$ cat config.mk
export PLATFORM = sky130hd
export DESIGN_NAME = binary_descriptor_ratio_matcher_top
export DESIGN_NICKNAME = d
export VERILOG_FILES = /design/src/hw/rtl/brm_pkg.sv /design/src/hw/rtl/brm_dist.sv /design/src/hw/rtl/brm_used_map.sv /design/src/hw/rtl/brm_search.sv /design/src/hw/rtl/binary_descriptor_ratio_matcher_top.sv
export SDC_FILE = /design/constraint.sdc
export NUM_CORES = 2
export LEC_CHECK = 0
export ABC_CLOCK_PERIOD_IN_PS = 30500
export BUFFER_PORTS_ARGS = -buffer_cell sky130_fd_sc_hd__buf_4
export CAP_MARGIN = 20
export CORE_ASPECT_RATIO = 0.75
export CORE_MARGIN = 3
export CORE_UTILIZATION = 63
export CTS_CLUSTER_DIAMETER = 200
export CTS_CLUSTER_SIZE = 30
export DETAILED_ROUTE_END_ITERATION = 6
export GPL_TIMING_DRIVEN = 0
export PLACE_DENSITY_LB_ADDON = 0.2
export REMOVE_ABC_BUFFERS = 1
export SYNTH_ARGS = -nofsm -noshare
export SYNTH_HDL_FRONTEND = slang
export SYNTH_HIERARCHICAL = 1
export SYNTH_SLANG_ARGS = --single-unit
$ cat constraint.sdc
create_clock -name i_clk -period 30.5 [get_ports i_clk]
set_input_delay 3.05 -clock i_clk [delete_from_list [all_inputs] [get_ports i_clk]]
set_output_delay 3.05 -clock i_clk [all_outputs]
set_load 0.005 [all_outputs]
$ cat src/hw/rtl/brm_pkg.sv
// shared types, constants and helpers of the binary descriptor ratio matcher
package brm_pkg;

    localparam int WORD_W    = 64;
    localparam int DESC_MAX  = 256;
    localparam int DIST_W    = 9;
    localparam int IDX_W     = 11;
    localparam int CFG_W     = 9;
    localparam int CFG_IDX_W = 2;
    localparam int FUNC_W    = 2;
    localparam int STATUS_W  = 2;
    localparam int Q_FRAC    = 8;

    // distance is summed as four partial counts of 64 bits each
    localparam int PART_N         = 4;
    localparam int PART_W         = 7;
    localparam int BYTES_PER_PART = DESC_MAX / 8 / PART_N;

    // register reset values
    localparam logic [CFG_W-1:0] RST_INIT_DIST = 9'd256;
    localparam logic [CFG_W-1:0] RST_THRESH    = 9'd50;
    localparam logic [CFG_W-1:0] RST_RATIO     = 9'd154;

    typedef enum logic [FUNC_W-1:0] {
        FUNC_LOAD  = 2'd0,
        FUNC_CAND  = 2'd1,
        FUNC_CLEAR = 2'd2
    } t_func;

    typedef enum logic [STATUS_W-1:0] {
        ST_MATCH  = 2'd0,
        ST_REJECT = 2'd1,
        ST_RATIO  = 2'd2
    } t_status;

    typedef enum logic [CFG_IDX_W-1:0] {
        CFG_INIT_DIST = 2'd0,
        CFG_THRESH    = 2'd1,
        CFG_RATIO     = 2'd2
    } t_cfg_idx;

    // control of one item as it moves down the pipeline
    typedef struct packed {
        logic             load;
        logic             cand;
        logic             usable;
        logic             last;
        logic [IDX_W-1:0] idx;
    } t_stage;

    // request to mark an index in the used map
    typedef struct packed {
        logic             en;
        logic [IDX_W-1:0] idx;
    } t_mark;

    typedef logic [PART_N-1:0][PART_W-1:0] t_parts;

    // number of set bits in one byte
    function automatic logic [3:0] popcnt8(input logic [7:0] b);
        logic [3:0] n;
        n = '0;
        for (int i = 0; i < 8; i++) begin
            n = n + 4'(b[i]);
        end
        return n;
    endfunction

endpackage

$ cat src/hw/rtl/brm_dist.sv
// query register and first distance stage: xor and partial bit counts
module brm_dist #(
    parameter int DESC_BITS = 256
) (
    input  logic                         i_clk,
    input  logic                         i_rst_n,
    input  logic                         i_load,
    input  logic                         i_cand,
    input  logic [brm_pkg::DESC_MAX-1:0] i_desc,
    output brm_pkg::t_parts              o_parts
);
    import brm_pkg::*;

    // bits at or above the descriptor width never count
    localparam logic [DESC_MAX-1:0] DESC_MASK = {DESC_MAX{1'b1}} >> (DESC_MAX - DESC_BITS);

    logic [DESC_MAX-1:0] r_query;
    logic [DESC_MAX-1:0] w_diff;
    t_parts              w_parts;
    t_parts              r_parts;

    // query descriptor, replaced on a load
    always_ff @(posedge i_clk) begin
        if (!i_rst_n) begin
            r_query <= '0;
        end else if (i_load) begin
            r_query <= i_desc & DESC_MASK;
        end
    end

    assign w_diff = (r_query ^ i_desc) & DESC_MASK;

    // per-byte counts summed into four partials
    always_comb begin
        for (int p = 0; p < PART_N; p++) begin
            w_parts[p] = '0;
            for (int b = 0; b < BYTES_PER_PART; b++) begin
                w_parts[p] = w_parts[p]
                    + PART_W'(popcnt8(w_diff[(p * BYTES_PER_PART + b) * 8 +: 8]));
            end
        end
    end

    // partial count register
    always_ff @(posedge i_clk) begin
        if (i_cand) begin
            r_parts <= w_parts;
        end
    end

    assign o_parts = r_parts;

endmodule

$ cat src/hw/rtl/brm_used_map.sv
// used-index bitmap: memory, index folding, bypass and clearing sweep
module brm_used_map #(
    parameter int MAX_KEYPOINTS = 2048
) (
    input  logic                      i_clk,
    input  logic                      i_rst_n,
    input  logic                      i_clear,
    input  logic                      i_drained,
    input  logic                      i_rd_en,
    input  logic [brm_pkg::IDX_W-1:0] i_rd_idx,
    input  brm_pkg::t_mark            i_mark,
    output logic                      o_used,
    output logic                      o_busy
);
    import brm_pkg::*;

    localparam int SLOT_W = $clog2(MAX_KEYPOINTS);
    localparam int LO_W   = 6;
    localparam int HI_N   = 2 ** (IDX_W - LO_W);
    localparam int LO_N   = 2 ** LO_W;
    localparam logic [SLOT_W-1:0] LAST_SLOT = SLOT_W'(MAX_KEYPOINTS - 1);
    localparam logic [SLOT_W:0]   WRAP      = (SLOT_W + 1)'(MAX_KEYPOINTS);

    typedef logic [HI_N-1:0][SLOT_W-1:0] t_hi_tab;
    typedef logic [LO_N-1:0][SLOT_W-1:0] t_lo_tab;
    typedef enum logic {SW_IDLE, SW_RUN} t_sweep_state;

    function automatic t_hi_tab mk_hi_tab();
        t_hi_tab t;
        for (int i = 0; i < HI_N; i++) begin
            t[i] = SLOT_W'((i * LO_N) % MAX_KEYPOINTS);
        end
        return t;
    endfunction

    function automatic t_lo_tab mk_lo_tab();
        t_lo_tab t;
        for (int i = 0; i < LO_N; i++) begin
            t[i] = SLOT_W'(i % MAX_KEYPOINTS);
        end
        return t;
    endfunction

    localparam t_hi_tab HI_TAB = mk_hi_tab();
    localparam t_lo_tab LO_TAB = mk_lo_tab();

    // index modulo map depth: two folded table halves, one correction
    function automatic logic [SLOT_W-1:0] slot_of(input logic [IDX_W-1:0] idx);
        logic [SLOT_W:0] s;
        s = {1'b0, HI_TAB[idx[IDX_W-1:LO_W]]} + {1'b0, LO_TAB[idx[LO_W-1:0]]};
        if (s >= WRAP) begin
            s = s - WRAP;
        end
        return s[SLOT_W-1:0];
    endfunction

    t_sweep_state      r_state;
    logic [SLOT_W-1:0] r_addr;
    logic              r_used_mem [MAX_KEYPOINTS];
    logic              r_rd_q;
    logic              r_rd_hit;
    logic [SLOT_W-1:0] r_rd_slot;
    logic [SLOT_W-1:0] w_rd_slot;
    logic [SLOT_W-1:0] w_wr_slot;
    logic              w_sweep_we;

    assign w_rd_slot  = slot_of(i_rd_idx);
    assign w_wr_slot  = slot_of(i_mark.idx);
    assign w_sweep_we = (r_state == SW_RUN) && i_drained;

    // clearing sweep, one entry per cycle once the pipeline is empty
    always_ff @(posedge i_clk) begin
        if (!i_rst_n) begin
            r_state <= SW_RUN;
            r_addr  <= '0;
        end else begin
            unique case (r_state)
                SW_IDLE: begin
                    if (i_clear) begin
                        r_state <= SW_RUN;
                        r_addr  <= '0;
                    end
                end
                SW_RUN: begin
                    if (i_drained) begin
                        if (r_addr == LAST_SLOT) begin
                            r_state <= SW_IDLE;
                        end
                        r_addr <= r_addr + 1'b1;
                    end
                end
                default: begin
                    r_state <= SW_RUN;
                    r_addr  <= '0;
                end
            endcase
        end
    end

    // bitmap memory, one write and one registered read
    always_ff @(posedge i_clk) begin
        if (w_sweep_we) begin
            r_used_mem[r_addr] <= 1'b0;
        end else if (i_mark.en) begin
            r_used_mem[w_wr_slot] <= 1'b1;
        end
        if (i_rd_en) begin
            r_rd_q <= r_used_mem[w_rd_slot];
        end
    end

    // bypass for a mark written on the read edge
    always_ff @(posedge i_clk) begin
        if (i_rd_en) begin
            r_rd_hit  <= i_mark.en && (w_wr_slot == w_rd_slot);
            r_rd_slot <= w_rd_slot;
        end
    end

    // also cover a mark written on the following edge
    assign o_used = r_rd_q | r_rd_hit | (i_mark.en && (w_wr_slot == r_rd_slot));
    assign o_busy = (r_state == SW_RUN);

endmodule

$ cat src/hw/rtl/brm_search.sv
// best and runner-up tracking, threshold and ratio decision, result register
module brm_search (
    input  logic                         i_clk,
    input  logic                         i_rst_n,
    input  brm_pkg::t_stage              i_stage,
    input  logic                         i_used,
    input  brm_pkg::t_parts              i_parts,
    input  logic [brm_pkg::CFG_W-1:0]    i_init_dist,
    input  logic [brm_pkg::CFG_W-1:0]    i_thresh,
    input  logic [brm_pkg::CFG_W-1:0]    i_ratio,
    output brm_pkg::t_mark               o_mark,
    output logic                         o_valid,
    output logic [brm_pkg::STATUS_W-1:0] o_status,
    output logic [brm_pkg::IDX_W-1:0]    o_match_index,
    output logic [brm_pkg::DIST_W-1:0]   o_best_distance,
    output logic [brm_pkg::DIST_W-1:0]   o_runner_up_distance
);
    import brm_pkg::*;

    logic [DIST_W-1:0]    r_best;
    logic [DIST_W-1:0]    r_runner;
    logic [IDX_W-1:0]     r_idx;
    logic                 r_found;
    logic                 r_valid;
    t_status              r_status;
    logic [IDX_W-1:0]     r_match_index;
    logic [DIST_W-1:0]    r_best_out;
    logic [DIST_W-1:0]    r_runner_out;

    logic [DIST_W-1:0]    w_dist;
    logic [DIST_W-1:0]    n_best;
    logic [DIST_W-1:0]    n_runner;
    logic [IDX_W-1:0]     n_idx;
    logic                 n_found;
    logic [2*CFG_W-1:0]   w_prod;
    logic [2*CFG_W-1:0]   w_scaled;
    t_status              w_status;
    logic                 w_end;
    logic                 w_restart;

    // final sum of the partial counts
    always_comb begin
        w_dist = '0;
        for (int p = 0; p < PART_N; p++) begin
            w_dist = w_dist + DIST_W'(i_parts[p]);
        end
    end

    // search update, ties keep the earlier best
    always_comb begin
        n_best   = r_best;
        n_runner = r_runner;
        n_idx    = r_idx;
        n_found  = r_found;
        if (i_stage.cand && i_stage.usable && !i_used) begin
            if (w_dist < r_best) begin
                n_runner = r_best;
                n_best   = w_dist;
                n_idx    = i_stage.idx;
                n_found  = 1'b1;
            end else if (w_dist < r_runner) begin
                n_runner = w_dist;
            end
        end
    end

    // threshold and q8 ratio test
    assign w_prod   = (2*CFG_W)'(i_ratio) * (2*CFG_W)'(n_runner);
    assign w_scaled = (2*CFG_W)'(n_best) << Q_FRAC;

    always_comb begin
        if (!n_found || (n_best > i_thresh)) begin
            w_status = ST_REJECT;
        end else if (w_prod < w_scaled) begin
            w_status = ST_RATIO;
        end else begin
            w_status = ST_MATCH;
        end
    end

    assign w_end     = i_stage.cand && i_stage.last;
    assign w_restart = i_stage.load || w_end;

    assign o_mark.en  = w_end && (w_status == ST_MATCH);
    assign o_mark.idx = n_idx;

    // search state and result strobe
    always_ff @(posedge i_clk) begin
        if (!i_rst_n) begin
            r_best   <= RST_INIT_DIST;
            r_runner <= RST_INIT_DIST;
            r_idx    <= '0;
            r_found  <= 1'b0;
            r_valid  <= 1'b0;
        end else begin
            r_valid <= w_end;
            if (w_restart) begin
                r_best   <= i_init_dist;
                r_runner <= i_init_dist;
                r_idx    <= '0;
                r_found  <= 1'b0;
            end else begin
                r_best   <= n_best;
                r_runner <= n_runner;
                r_idx    <= n_idx;
                r_found  <= n_found;
            end
        end
    end

    // result payload
    always_ff @(posedge i_clk) begin
        if (w_end) begin
            r_status      <= w_status;
            r_match_index <= n_found ? n_idx : '0;
            r_best_out    <= n_best;
            r_runner_out  <= n_runner;
        end
    end

    assign o_valid              = r_valid;
    assign o_status             = r_status;
    assign o_match_index        = r_match_index;
    assign o_best_distance      = r_best_out;
    assign o_runner_up_distance = r_runner_out;

endmodule

$ cat src/hw/rtl/binary_descriptor_ratio_matcher_top.sv
// top level of the binary descriptor ratio matcher
//
// channel   direction  handshake                          payload
// item      in         i_start & !o_busy                  i_func, i_desc_word0..3,
//                                                         i_cand_index, i_cand_usable,
//                                                         i_cand_last
// result    out        o_result_valid, one-cycle strobe   o_status, o_match_index,
//                                                         o_best_distance,
//                                                         o_runner_up_distance
// config    in         i_cfg_valid & o_cfg_ready          i_cfg_index, i_cfg_data
//
// one item per cycle while o_busy is low; the result of a last candidate is strobed after
// its transfer through the input register, partial-count register and result register.
// a clear item holds o_busy while the pipeline drains and then through the bitmap
// sweep over all MAX_KEYPOINTS entries, one entry per cycle.
// after reset o_busy stays high for the bitmap sweep.
// the receiver cannot stall; o_cfg_ready is always high.
module binary_descriptor_ratio_matcher_top #(
    parameter int MAX_KEYPOINTS = 2048,
    parameter int DESC_BITS     = 256
) (
    input  logic                          i_clk,
    input  logic                          i_rst_n,
    input  logic                          i_start,
    output logic                          o_busy,
    input  logic [brm_pkg::FUNC_W-1:0]    i_func,
    input  logic [brm_pkg::WORD_W-1:0]    i_desc_word0,
    input  logic [brm_pkg::WORD_W-1:0]    i_desc_word1,
    input  logic [brm_pkg::WORD_W-1:0]    i_desc_word2,
    input  logic [brm_pkg::WORD_W-1:0]    i_desc_word3,
    input  logic [brm_pkg::IDX_W-1:0]     i_cand_index,
    input  logic                          i_cand_usable,
    input  logic                          i_cand_last,
    output logic                          o_result_valid,
    output logic [brm_pkg::STATUS_W-1:0]  o_status,
    output logic [brm_pkg::IDX_W-1:0]     o_match_index,
    output logic [brm_pkg::DIST_W-1:0]    o_best_distance,
    output logic [brm_pkg::DIST_W-1:0]    o_runner_up_distance,
    input  logic                          i_cfg_valid,
    output logic                          o_cfg_ready,
    input  logic [brm_pkg::CFG_IDX_W-1:0] i_cfg_index,
    input  logic [brm_pkg::CFG_W-1:0]     i_cfg_data
);
    import brm_pkg::*;

    logic [CFG_W-1:0]    r_cfg_init;
    logic [CFG_W-1:0]    r_cfg_thresh;
    logic [CFG_W-1:0]    r_cfg_ratio;
    t_stage              r_s1;
    t_stage              r_s2;
    logic [DESC_MAX-1:0] r_s1_desc;
    logic                r_s2_used;

    logic   w_accept;
    logic   w_drained;
    logic   w_s1_used;
    t_parts w_parts;
    t_mark  w_mark;

    assign w_accept    = i_start && !o_busy;
    assign w_drained   = !(r_s1.load || r_s1.cand || r_s2.load || r_s2.cand);
    assign o_cfg_ready = 1'b1;

    // configuration registers
    always_ff @(posedge i_clk) begin
        if (!i_rst_n) begin
            r_cfg_init   <= RST_INIT_DIST;
            r_cfg_thresh <= RST_THRESH;
            r_cfg_ratio  <= RST_RATIO;
        end else if (i_cfg_valid && o_cfg_ready) begin
            unique case (i_cfg_index)
                CFG_INIT_DIST: r_cfg_init   <= i_cfg_data;
                CFG_THRESH:    r_cfg_thresh <= i_cfg_data;
                CFG_RATIO:     r_cfg_ratio  <= i_cfg_data;
                default: ;
            endcase
        end
    end

    // pipeline control: input stage and search stage
    always_ff @(posedge i_clk) begin
        if (!i_rst_n) begin
            r_s1      <= '0;
            r_s2      <= '0;
            r_s2_used <= 1'b0;
        end else begin
            r_s1.load   <= w_accept && (i_func == FUNC_LOAD);
            r_s1.cand   <= w_accept && (i_func == FUNC_CAND);
            r_s1.usable <= i_cand_usable;
            r_s1.last   <= i_cand_last;
            r_s1.idx    <= i_cand_index;
            r_s2        <= r_s1;
            r_s2_used   <= w_s1_used;
        end
    end

    // descriptor input register
    always_ff @(posedge i_clk) begin
        if (w_accept) begin
            r_s1_desc <= {i_desc_word3, i_desc_word2, i_desc_word1, i_desc_word0};
        end
    end

    brm_dist #(
        .DESC_BITS (DESC_BITS)
    ) u_dist (
        .i_clk   (i_clk),
        .i_rst_n (i_rst_n),
        .i_load  (r_s1.load),
        .i_cand  (r_s1.cand),
        .i_desc  (r_s1_desc),
        .o_parts (w_parts)
    );

    brm_used_map #(
        .MAX_KEYPOINTS (MAX_KEYPOINTS)
    ) u_used_map (
        .i_clk     (i_clk),
        .i_rst_n   (i_rst_n),
        .i_clear   (w_accept && (i_func == FUNC_CLEAR)),
        .i_drained (w_drained),
        .i_rd_en   (w_accept && (i_func == FUNC_CAND)),
        .i_rd_idx  (i_cand_index),
        .i_mark    (w_mark),
        .o_used    (w_s1_used),
        .o_busy    (o_busy)
    );

    brm_search u_search (
        .i_clk                (i_clk),
        .i_rst_n              (i_rst_n),
        .i_stage              (r_s2),
        .i_used               (r_s2_used),
        .i_parts              (w_parts),
        .i_init_dist          (r_cfg_init),
        .i_thresh             (r_cfg_thresh),
        .i_ratio              (r_cfg_ratio),
        .o_mark               (w_mark),
        .o_valid              (o_result_valid),
        .o_status             (o_status),
        .o_match_index        (o_match_index),
        .o_best_distance      (o_best_distance),
        .o_runner_up_distance (o_runner_up_distance)
    );

    // a result comes only from a transferred last candidate, through the input, partial-count and result registers
    a_result_source: assert property (@(posedge i_clk) disable iff (!i_rst_n)
        o_result_valid |->
            $past(i_start && !o_busy && (i_func == FUNC_CAND) && i_cand_last, 3))
        else $error("result without a matching last candidate");

    // the sweep ends only with an empty pipeline
    a_sweep_drained: assert property (@(posedge i_clk) disable iff (!i_rst_n)
        $fell(o_busy) |-> w_drained)
        else $error("bitmap sweep ended with items in flight");

    // runner-up never beats the best
    a_order: assert property (@(posedge i_clk) disable iff (!i_rst_n)
        o_result_valid |-> (o_runner_up_distance >= o_best_distance))
        else $error("runner-up distance below best distance");

    // a match is always within the threshold
    a_match_thresh: assert property (@(posedge i_clk) disable iff (!i_rst_n)
        (o_result_valid && (o_status == ST_MATCH)) |-> (o_best_distance <= r_cfg_thresh))
        else $error("match reported above the threshold");

endmodule

==> impl_metrics.yaml <==
synthesis:
  ys_seq_area_share_pct: 61.9
  synth_fa_ha_area_share_pct: 5.89
  synth-seq-cells: 2733
  yosysWarnings: 6
  yosys.area_share.simple_pct: 10.3
  synth_top_family_by_area: "multiplexers"
  synth_compound_area_share_pct: 3.36
  synth_edf_count: 2376
  syn_area_per_cell_um2: 13.7
  async_flop_share_pct: 0
  synthXorXnorAreaFrac_pct: 2.13
  syn_inst: 9224
  yosysUniqueCellTypes: 97
  synthMuxAreaShare_pct: 11.9
  syn-cell-area_um2: 127000
  synthFlopType: "edfxtp_1"
clocking:
  cts_sinks: 2733
  numCtsBuffers: 101
  cts_root_buf: "clkbuf_16"
  cts_hold_buf: 0
  cts_tree: "done"
  path_clk_slew_ps: 120
  cts_resized: 0
  h-tree-depth: 3
  post_cts_buffers: 0
  max-clock-path-buffers: 3
  clkLatencyLatePin_ps: 820
drt:
  ant_nets: 0
  firstDrtPassIters: 6
  initialDrtViolationCount: 11200
  drt_wl_total_um: 321000
  viasPerCell: 6.41
  drc: 0
  wire_per_inst_um: 27.2
  via_count: 75700
floorplan:
  io_pins: 320
  die_h_um: 394
  start_util_pct: 63.9
  rows: 141
  core-area_um2: 198000
  die_w_um: 524
  dieArea_um2: 207000
timing:
  finalMaxSlewViolations: 0
  max_slew.worst_pin.slew_ps: 1170
  max_freq_mhz: 58.5
  fin_hold_ws_ps: 444
  min_period_ps: 17090
  tns_ps: 0
  period_share_pct: 56.0
  finalSetupViolCount: 0
  max_slew_margin_pct: 21.4
  fin_worst_skew_ps: 36.9
  rsz0062_at_grt: "no"
  hold_viol_final: 0
place:
  place_area_um2: 131000
  hpwl_um: 195000
  place_congestion: 0.857
  io_buffer_count: 318
grt:
  grt_pass1_wl_um: 473000
  antenna_found_initial: 12
  grt_use_total_pct: 30.9
  grt_pass1_vias: 73900
  grt-ovfl-total: 0
  grt_start_max_net_pins: 226
finish:
  stdcell_area_um2: 135000
  drive_gt1_share_pct: 10.6
  post-route-util_pct: 67.8
  syn_to_final_growth_pct: 6.15
  nets: 9814
  n_fill_cell: 13700
setup_path:
  cp-start-kind: "flop"
  crit_type: "flop to flop"
  crit_required_ps: 30980
  crit_path_start: "u_dist/o_parts[2]$_DFFE_PP_"
  reg2reg_slack_ps: 13410
  cp_slowest_cell: "nand2_1"
  cpPeakStageDelay_ps: 980
  r2r-start: "u_dist/o_parts[2]$_DFFE_PP_"
  endpoint_kind: "flop"
  cp_max_fo: 184
  cp.arrival_ps: 17570
worst_hold_path:
  min-delay-start: "r_s1[0]$_SDFF_PN0_"
  hold_class: "flop to flop"
power_and_ir_drop:
  p_total_mw: 5.99
  leakagePower_nw: 39.3
  ir_drop_v: 0.0000604
  powerDensity_nw_per_um2: 44.5
status:
  status: "finished, final reports clean"
flow_run:
  maxCapViolations: 0
-- per-layer routing --
| layer | global-route usage, % | routed length [um] | vias to the layer above |
|---|---|---|---|
| met1 | 43.8 | 121000 | 38300 |
| met5 | 0 | 44 | - |
| met3 | 6.75 | 38500 | 713 |
| met2 | 48.1 | 149000 | 4333 |
| met4 | 10.3 | 12400 | 6 |
| li1 | - | - | 32400 |
-- stage by stage --
step | std cells | setup WS (ps)
detailed placement | 11600 | 13720
global route | 11800 | 12800
floorplan | 8540 | -9310
finish | 11800 | 13410
global placement | 11500 | -32390
CTS | 11800 | 13660
-- report_power, final --
| part | leakage, nW | switching [mW] | internal, mW |
|---|---|---|---|
| clock | 1.37 | 1.10 | 0.636 |
| sequential | 20.4 | 0.00328 | 4.01 |
| combinational | 17.6 | 0.158 | 0.0917 |
| total | 39.3 | 1.26 | 4.73 |
-- sequential cells by signal, summed over array words and instances, names as in the netlist, 15 cells and up --
| signal | flops |
|---|---|
| u_used_map/r_used_mem | 2048 |
| r_s1_desc | 256 |
| u_dist/r_query | 256 |
| u_dist/o_parts | 28 |
| r_s1 | 15 |
| r_s2 | 15 |
-- cell usage in the layout (no fill, tap or decap), types with 14 or more instances in the layout --
master     instances
buf_4            325
a21oi_1          134
nor3_1            52
and3_1            15
fa_1             278
nand4_1           35
o21a_1            14
buf_8             22
nand2b_1          17
nor2b_1          282
nor2_1          2148
nand2_4           32
xnor2_1          183
inv_1            406
nor4_1            25
ha_1             152
edfxtp_1        2376
nand3_1           46
a22oi_1           41
a31oi_1           15
clkbuf_1          48
o22ai_1           63
mux4_1            78
mux2i_1          593
buf_16            91
o221ai_1         126
a21o_1            16
and2_1            90
dfxtp_1          355
nand2_1          233
nor2_2            18
xor2_1           124
mux4_2           310
o21ai_0           77
a211oi_1          19
clkbuf_16        102
-- synthesized netlist by cell type, types with 90 or more instances --
master	number	share of area, %
edfxtp_1	2376	56
nor2_1	2164	6.4
mux2i_1	593	4.7
inv_1	408	1.2
clkbuf_1	383	1.1
dfxtp_1	357	5.6
mux4_2	310	5.5
nor2b_1	284	1.4
fa_1	278	4.4
nand2_1	265	0.78
xnor2_1	183	1.3
ha_1	152	1.5
buf_2	150	0.59
a21oi_1	134	0.53
o221ai_1	126	0.87
xor2_1	124	0.86
and2_1	90	0.44
-- area by class of cell --
| class | count | area (um^2) | share of cell area [%] |
|---|---|---|---|
| Inverter | 410 | 1560 | 1.16 |
| Clock buffer | 150 | 2730 | 2.03 |
| Clock inverter | 7 | 128 | 0.0948 |
| Antenna cell | 7 | 17.5 | 0.0130 |
| Timing Repair Buffer | 455 | 5460 | 4.06 |
| Tap cell | 2645 | 3310 | 2.46 |
| Multi-Input combinational cell | 5397 | 42900 | 31.8 |
| Sequential cell | 2733 | 78500 | 58.3 |
-- critical path: cells and delay by family, from the launching register on --
kind | cells | cell delay [ps]
buf+inv | 10 | 2110
flops | 1 | 340
simple gates | 10 | 3750
compound gates | 21 | 5810
fa+ha+maj | 10 | 4470
xor+xnor | 1 | 160
-- cells by family after synthesis --
group	after synthesis
adder cells (fa/ha/maj)	430
other	1
AO/OA/AOI/OAI	610
XOR/XNOR	308
flip-flops	2733
AND/OR/NAND/NOR	3056
buffers and inverters	1094
multiplexers	992
-- final timing paths --
check | endpoint | cells past startpoint
setup reg to reg | u_used_map/r_used_mem[845]$_DFFE_PP_ | 52
setup / recovery | u_used_map/r_used_mem[845]$_DFFE_PP_ | 52
hold reg to reg | r_s2[0]$_SDFF_PN0_ | 1
hold / removal | r_s2[0]$_SDFF_PN0_ | 1
No activity file was read; power rests on OpenSTA's default activity.
